===== src/rtl/assert_macros.svh =====
// Assertion macros shared by the segment light envelope RTL.
// Every macro samples on the rising edge of clock and is disabled during reset.
`ifndef ASSERT_MACROS_SVH
`define ASSERT_MACROS_SVH

// Same-cycle implication
`define SLE_ASSERT_IMP(lbl, ante, cons, msg) \
   lbl: assert property (@(posedge clock) disable iff (reset) (ante) |-> (cons)) \
      else $error(msg);

// Next-cycle implication
`define SLE_ASSERT_NXT(lbl, ante, cons, msg) \
   lbl: assert property (@(posedge clock) disable iff (reset) (ante) |=> (cons)) \
      else $error(msg);

`endif


===== src/rtl/slenv_pkg.sv =====
// Shared types and constants for the segment light envelope block.
// No dependencies; imported by every module of the block except slenv_ram.
`timescale 1ns / 1ps

package slenv_pkg;

   // table geometry
   localparam int PARTS         = 8;
   localparam int SEGS_PER_PART = 256;
   localparam int PART_W        = 3;
   localparam int SEG_W         = $clog2(SEGS_PER_PART);
   localparam int CNT_W         = $clog2(SEGS_PER_PART + 1);
   localparam int ADDR_W        = PART_W + SEG_W;
   localparam int RAM_DEPTH     = 2 ** ADDR_W;

   // field widths
   localparam int TIME_W     = 32;
   localparam int TYPE_W     = 2;
   localparam int LEVEL_W    = 12;
   localparam int SEG_WORD_W = 2 * TIME_W + TYPE_W;
   localparam int DIV_CNT_W  = $clog2(LEVEL_W);

   localparam logic [LEVEL_W-1:0] FULL_LEVEL = LEVEL_W'(4095);

   typedef enum logic [0:0] {
      CMD_APPEND = 1'b0,
      CMD_QUERY  = 1'b1
   } cmd_type;

   typedef enum logic [TYPE_W-1:0] {
      SEG_OFF      = 2'd0,
      SEG_FULL     = 2'd1,
      SEG_FADE_IN  = 2'd2,
      SEG_FADE_OUT = 2'd3
   } seg_kind_type;

   typedef enum logic [2:0] {
      ST_IDLE,
      ST_DECODE,
      ST_SEARCH,
      ST_SEARCH_WAIT,
      ST_FETCH_WAIT,
      ST_DIV_INIT,
      ST_DIVIDE,
      ST_RESPOND
   } ctrl_state_type;

   // controller -> datapath
   typedef struct packed {
      logic load;
      logic append;
      logic query_init;
      logic search_issue;
      logic search_step;
      logic fetch_issue;
      logic eval;
      logic div_init;
      logic div_step;
      logic respond;
   } ctrl_cmd_type;

   // datapath -> controller
   typedef struct packed {
      logic is_append;
      logic is_empty;
      logic search_done;
      logic need_div;
      logic div_last;
   } ctrl_status_type;

endpackage


===== src/rtl/slenv_ctrl.sv =====
// Controller state machine for the segment light envelope block.
// Depends on slenv_pkg and assert_macros.svh; drives the datapath by command structs.
`timescale 1ns / 1ps
`include "assert_macros.svh"

module slenv_ctrl
   import slenv_pkg::*;
(
   input  logic            clock,
   input  logic            reset,
   input  logic            req_valid,
   output logic            req_stall,
   output logic            rsp_valid,
   input  logic            rsp_stall,
   output ctrl_cmd_type    cmd,
   input  ctrl_status_type status
);

   ctrl_state_type state_ff, state_in;
   logic           rsp_valid_ff, rsp_valid_in;
   logic           slot_free;

   // output register free to take a new result
   assign slot_free = !rsp_valid_ff || !rsp_stall;

   // next state
   always_comb begin
      state_in = state_ff;
      unique case (state_ff)
         ST_IDLE: begin
            if (req_valid) state_in = ST_DECODE;
         end
         ST_DECODE: begin
            priority if (status.is_append) state_in = ST_RESPOND;
            else if (status.is_empty)      state_in = ST_RESPOND;
            else                           state_in = ST_SEARCH;
         end
         ST_SEARCH: begin
            state_in = status.search_done ? ST_FETCH_WAIT : ST_SEARCH_WAIT;
         end
         ST_SEARCH_WAIT: begin
            state_in = ST_SEARCH;
         end
         ST_FETCH_WAIT: begin
            state_in = status.need_div ? ST_DIV_INIT : ST_RESPOND;
         end
         ST_DIV_INIT: begin
            state_in = ST_DIVIDE;
         end
         ST_DIVIDE: begin
            if (status.div_last) state_in = ST_RESPOND;
         end
         ST_RESPOND: begin
            if (slot_free) state_in = ST_IDLE;
         end
         default: begin
            state_in = ST_IDLE;
         end
      endcase
   end

   // outputs
   always_comb begin
      cmd       = '0;
      req_stall = (state_ff != ST_IDLE);
      unique case (state_ff)
         ST_IDLE:        cmd.load        = req_valid;
         ST_DECODE: begin
            cmd.append     = status.is_append;
            cmd.query_init = !status.is_append && !status.is_empty;
         end
         ST_SEARCH: begin
            cmd.fetch_issue  = status.search_done;
            cmd.search_issue = !status.search_done;
         end
         ST_SEARCH_WAIT: cmd.search_step = 1'b1;
         ST_FETCH_WAIT:  cmd.eval        = 1'b1;
         ST_DIV_INIT:    cmd.div_init    = 1'b1;
         ST_DIVIDE:      cmd.div_step    = 1'b1;
         ST_RESPOND:     cmd.respond     = slot_free;
         default:        cmd             = '0;
      endcase
   end

   // result valid flag: set on a new result, held while stalled
   assign rsp_valid_in = cmd.respond || (rsp_valid_ff && rsp_stall);
   assign rsp_valid    = rsp_valid_ff;

   always_ff @(posedge clock) begin
      if (reset) begin
         state_ff     <= ST_IDLE;
         rsp_valid_ff <= 1'b0;
      end else begin
         state_ff     <= state_in;
         rsp_valid_ff <= rsp_valid_in;
      end
   end

   `SLE_ASSERT_NXT(a_accept_decode, req_valid && !req_stall, state_ff == ST_DECODE, "accepted beat did not reach decode")
   `SLE_ASSERT_NXT(a_div_respond, state_ff == ST_DIVIDE && status.div_last, state_ff == ST_RESPOND, "divider finished without a response")

endmodule


===== config.mk =====
export PLATFORM = sky130hd
export DESIGN_NAME = slenv_ctrl
export DESIGN_NICKNAME = d
export VERILOG_FILES = /design/src/rtl/slenv_pkg.sv /design/src/rtl/slenv_ctrl.sv
export VERILOG_INCLUDE_DIRS = /design/src /design/src/rtl
export SDC_FILE = /design/constraint.sdc
export NUM_CORES = 1
export LEC_CHECK = 0
export BUFFER_PORTS_ARGS = -buffer_cell sky130_fd_sc_hd__buf_2
export CAP_MARGIN = 5
export CORE_AREA = 2 2 39 41
export DETAILED_ROUTE_END_ITERATION = 6
export DIE_AREA = 0 0 41 43
export SYNTH_ARGS = -nofsm -noshare
export SYNTH_HDL_FRONTEND = slang
export SYNTH_SLANG_ARGS = --single-unit

===== constraint.sdc =====
create_clock -name clock -period 1.4 [get_ports clock]
set_input_delay 0.28 -clock clock [delete_from_list [all_inputs] [get_ports clock]]
set_output_delay 0.28 -clock clock [all_outputs]
set_load 0.02 [all_outputs]

==> qor.yml <==
timing:
  period_share: 1.05
  rsz0062_at_grt: "yes"
  hold_ws_ns: 0.253
  slew-limit-headroom: 0.820
  skew_ns: 0.00113
  finalSetupTns_ns: -0.137
  finalWorstSetupSlack_ns: -0.0658
  drv_slew: 0
  finalSetupViolCount: 4
  tightestPinTransition_ns: 0.270
  timing.fmax_mhz: 682
  period_minus_slack_ns: 1.47
  hold_viol: 0
floorplan:
  die_height_um: 43
  die-area_um2: 1760
  coreArea_um2: 1380
  rows: 14
  die_w_um: 41
  initial_core_util: 0.219
  boundaryPins: 21
route:
  ant_nets: 0
  vias_per_cell: 4.80
  drt_iter0_markers: 8
  drt-total-wl_um: 882
  post_drt_wl_per_cell_um: 10.5
  vias: 403
  drc: 0
  drt-pass1-iter-count: 4
logic_synthesis:
  syn_area_um2: 303
  synth_edf_count: 0
  synth-simple-area-share: 0.380
  synth_top_family_by_area: "simple AND/OR/NAND/NOR gates"
  synth-warning-count: 0
  ys_ff_latch: 4
  syn_nets: 50
  synth.avg_cell_area_um2: 7.39
  yosys.area.top_type: "dfxtp_1"
  synth_top_cell_area_share: 0.264
  yosysMostFrequentCell: "dfxtp_1"
  ys.flop_type: "dfxtp_1"
  syn-instance-count: 41
  synth-compound-area-share: 0.248
  async_flop_share: 0
  synthAdderAreaFrac: 0
  synth_cell_type_count: 24
  synth-xor-area-share: 0
  ys_top_cells_by_area: "dfxtp_1 26%, nor4b_1 5.8%, nor3_1 5.0%, o21ai_0 5.0%, and3_1 4.1%"
  synth.area.mux_share: 0
  ys_seq_area_frac: 0.264
clock_tree:
  cts-htree-levels: 1
  clockBufferDepth: 2
  postCtsHoldBufs: 0
  cts_made_buffers: 3
  cts-root-buf: "clkbuf_4"
  clock_latency_ns: 0.23
  cts_tree: "built"
  cts_num_sinks: 4
  cts.clk_slew.worst_paths_ns: 0.04
worst_setup_path:
  crit_end: "cmd[9]"
  crit_path_max_fanout: 6
  slowest_delay_ns: 0.40
  cp_top_family: "simple AND/OR/NAND/NOR gates"
  reg2regPathDepth: 4
  end_kind: "output pin"
  crit_required_ns: 1.12
  worst-setup-path-type: "reg -> out"
  crit_chain: "or3_4 -> nor2_4 -> buf_6"
  crit_path_start_kind: "flop"
  cp_slowest_cell: "or3_4"
  ff2ff_setup_slack_ns: 0.14
  reg2reg_to: "state_ff[0]"
  cp.arrival_ns: 1.19
  r2r_start: "state_ff[0]"
  path_depth: 3
  critical_path.startpoint: "state_ff[0]"
  cp_num_buf_inv: 1
outcome:
  violations: "negative setup slack"
  status: "complete, but fails checks"
cells_and_area:
  final_util: 0.404
  final_nets: 79
  fillers: 143
  diodes: 0
  area_growth_pct: 84.7
  drive_gt1_frac: 0.647
  multiInputGateArea_um2: 239
  fin_area_um2: 559
  ff_latch_area_um2: 91.3
flow_run:
  max-cap-violations: 0
place:
  place_congestion: 0.744
  place.port_buffers: 20
  placed_cell_area_um2: 448
  hpwl_um: 617
global_route:
  grt_antenna_before_repair: 0
  grt_overflow: 0
  grt_max_degree: 9
  grt_use_total: 0.109
  grt_pass1_wl_um: 1300
  grt_pass1_vias: 341
power_and_ir_drop:
  p_leak_nw: 0.258
  peakVddDrop_mv: 0.654
  power.total_mw: 0.665
  powerDensity_nw_per_um2: 1190
min_path:
  hold_class: "in -> reg"
[placed cells by master (no fill, tap or decap)]
cell type / Yosys / layout
nor3_2: 0 / 1
o31ai_1: 1 / 1
buf_6: 1 / 2
a31o_2: 1 / 1
nor4b_4: 0 / 1
inv_2: 0 / 1
nor3_1: 3 / 2
and3_1: 2 / 2
nand4_1: 1 / 1
nor4b_2: 0 / 1
o21ai_0: 3 / 3
nor2_4: 0 / 1
or4_1: 1 / 1
nand3_1: 1 / 1
buf_4: 0 / 11
buf_2: 2 / 14
a21oi_2: 0 / 1
nand2_1: 3 / 3
nand2b_1: 1 / 1
dfxtp_1: 4 / 1
a31oi_1: 1 / 1
clkbuf_4: 0 / 3
o21ba_2: 1 / 1
a221oi_1: 1 / 1
a21oi_1: 2 / 1
nor3b_2: 0 / 1
nor2_2: 0 / 1
nand3b_1: 1 / 1
a311oi_1: 1 / 1
inv_1: 3 / 2
or3_4: 0 / 1
nor2_1: 3 / 1
dfxtp_4: 0 / 3
[layer usage]
| metal | up-vias | GRT usage | routed length [um] |
|---|---|---|---|
| li1 | 210 | - | - |
| met1 | 176 | 0.135 | 408 |
| met2 | 17 | 0.153 | 415 |
| met3 | 0 | 0.0314 | 58 |
| met4 | 0 | 0.0800 | 0 |
| met5 | - | 0 | 0 |
[state kept, by name (all words and copies together) (netlist names)]
signal	cells
rsp_valid	1
state_ff	3
[per-stage QoR]
stage,cells,worst slack [ns]
finish,84,-0.0658
global route,84,-0.111
CTS,84,-0.0809
detailed placement,77,0.0509
global placement,77,0.0680
floorplan,41,-0.0256
[logic make-up after synthesis]
logic type | after synthesis
simple gates | 20
flops | 4
compound gates | 11
buf+inv | 6
[power breakdown]
group / switching [mW] / internal [mW]
clock: 0.0442 / 0.0957
sequential: 0.0375 / 0.140
combinational: 0.172 / 0.176
total: 0.253 / 0.412
[worst min-delay path by stage]
stage,end,cells past startpoint,slack [ns],from
global placement,rsp_valid,2,0.49,reset
detailed placement,rsp_valid,2,0.49,reset
finish,rsp_valid,2,0.25,reset
CTS,rsp_valid,2,0.24,reset
global route,rsp_valid,2,0.25,reset
floorplan,rsp_valid,1,0.35,reset
[cell type report]
| class | instances | share of cell area |
|---|---|---|
| inverters | 3 | 0.0201 |
| clock buffers | 3 | 0.0403 |
| flip-flops and latches | 4 | 0.163 |
| multi-input cells | 31 | 0.427 |
| well taps | 16 | 0.0358 |
| repair buffers | 27 | 0.313 |
[repair_timing]
item	CTS	global route
hold endpoints to repair	0	0
pin swaps	2	0
setup endpoints to repair	11	8
cloned	0	0
gates resized for setup	10	10
setup buffers	4	0
(Power assumes the default switching activity.)
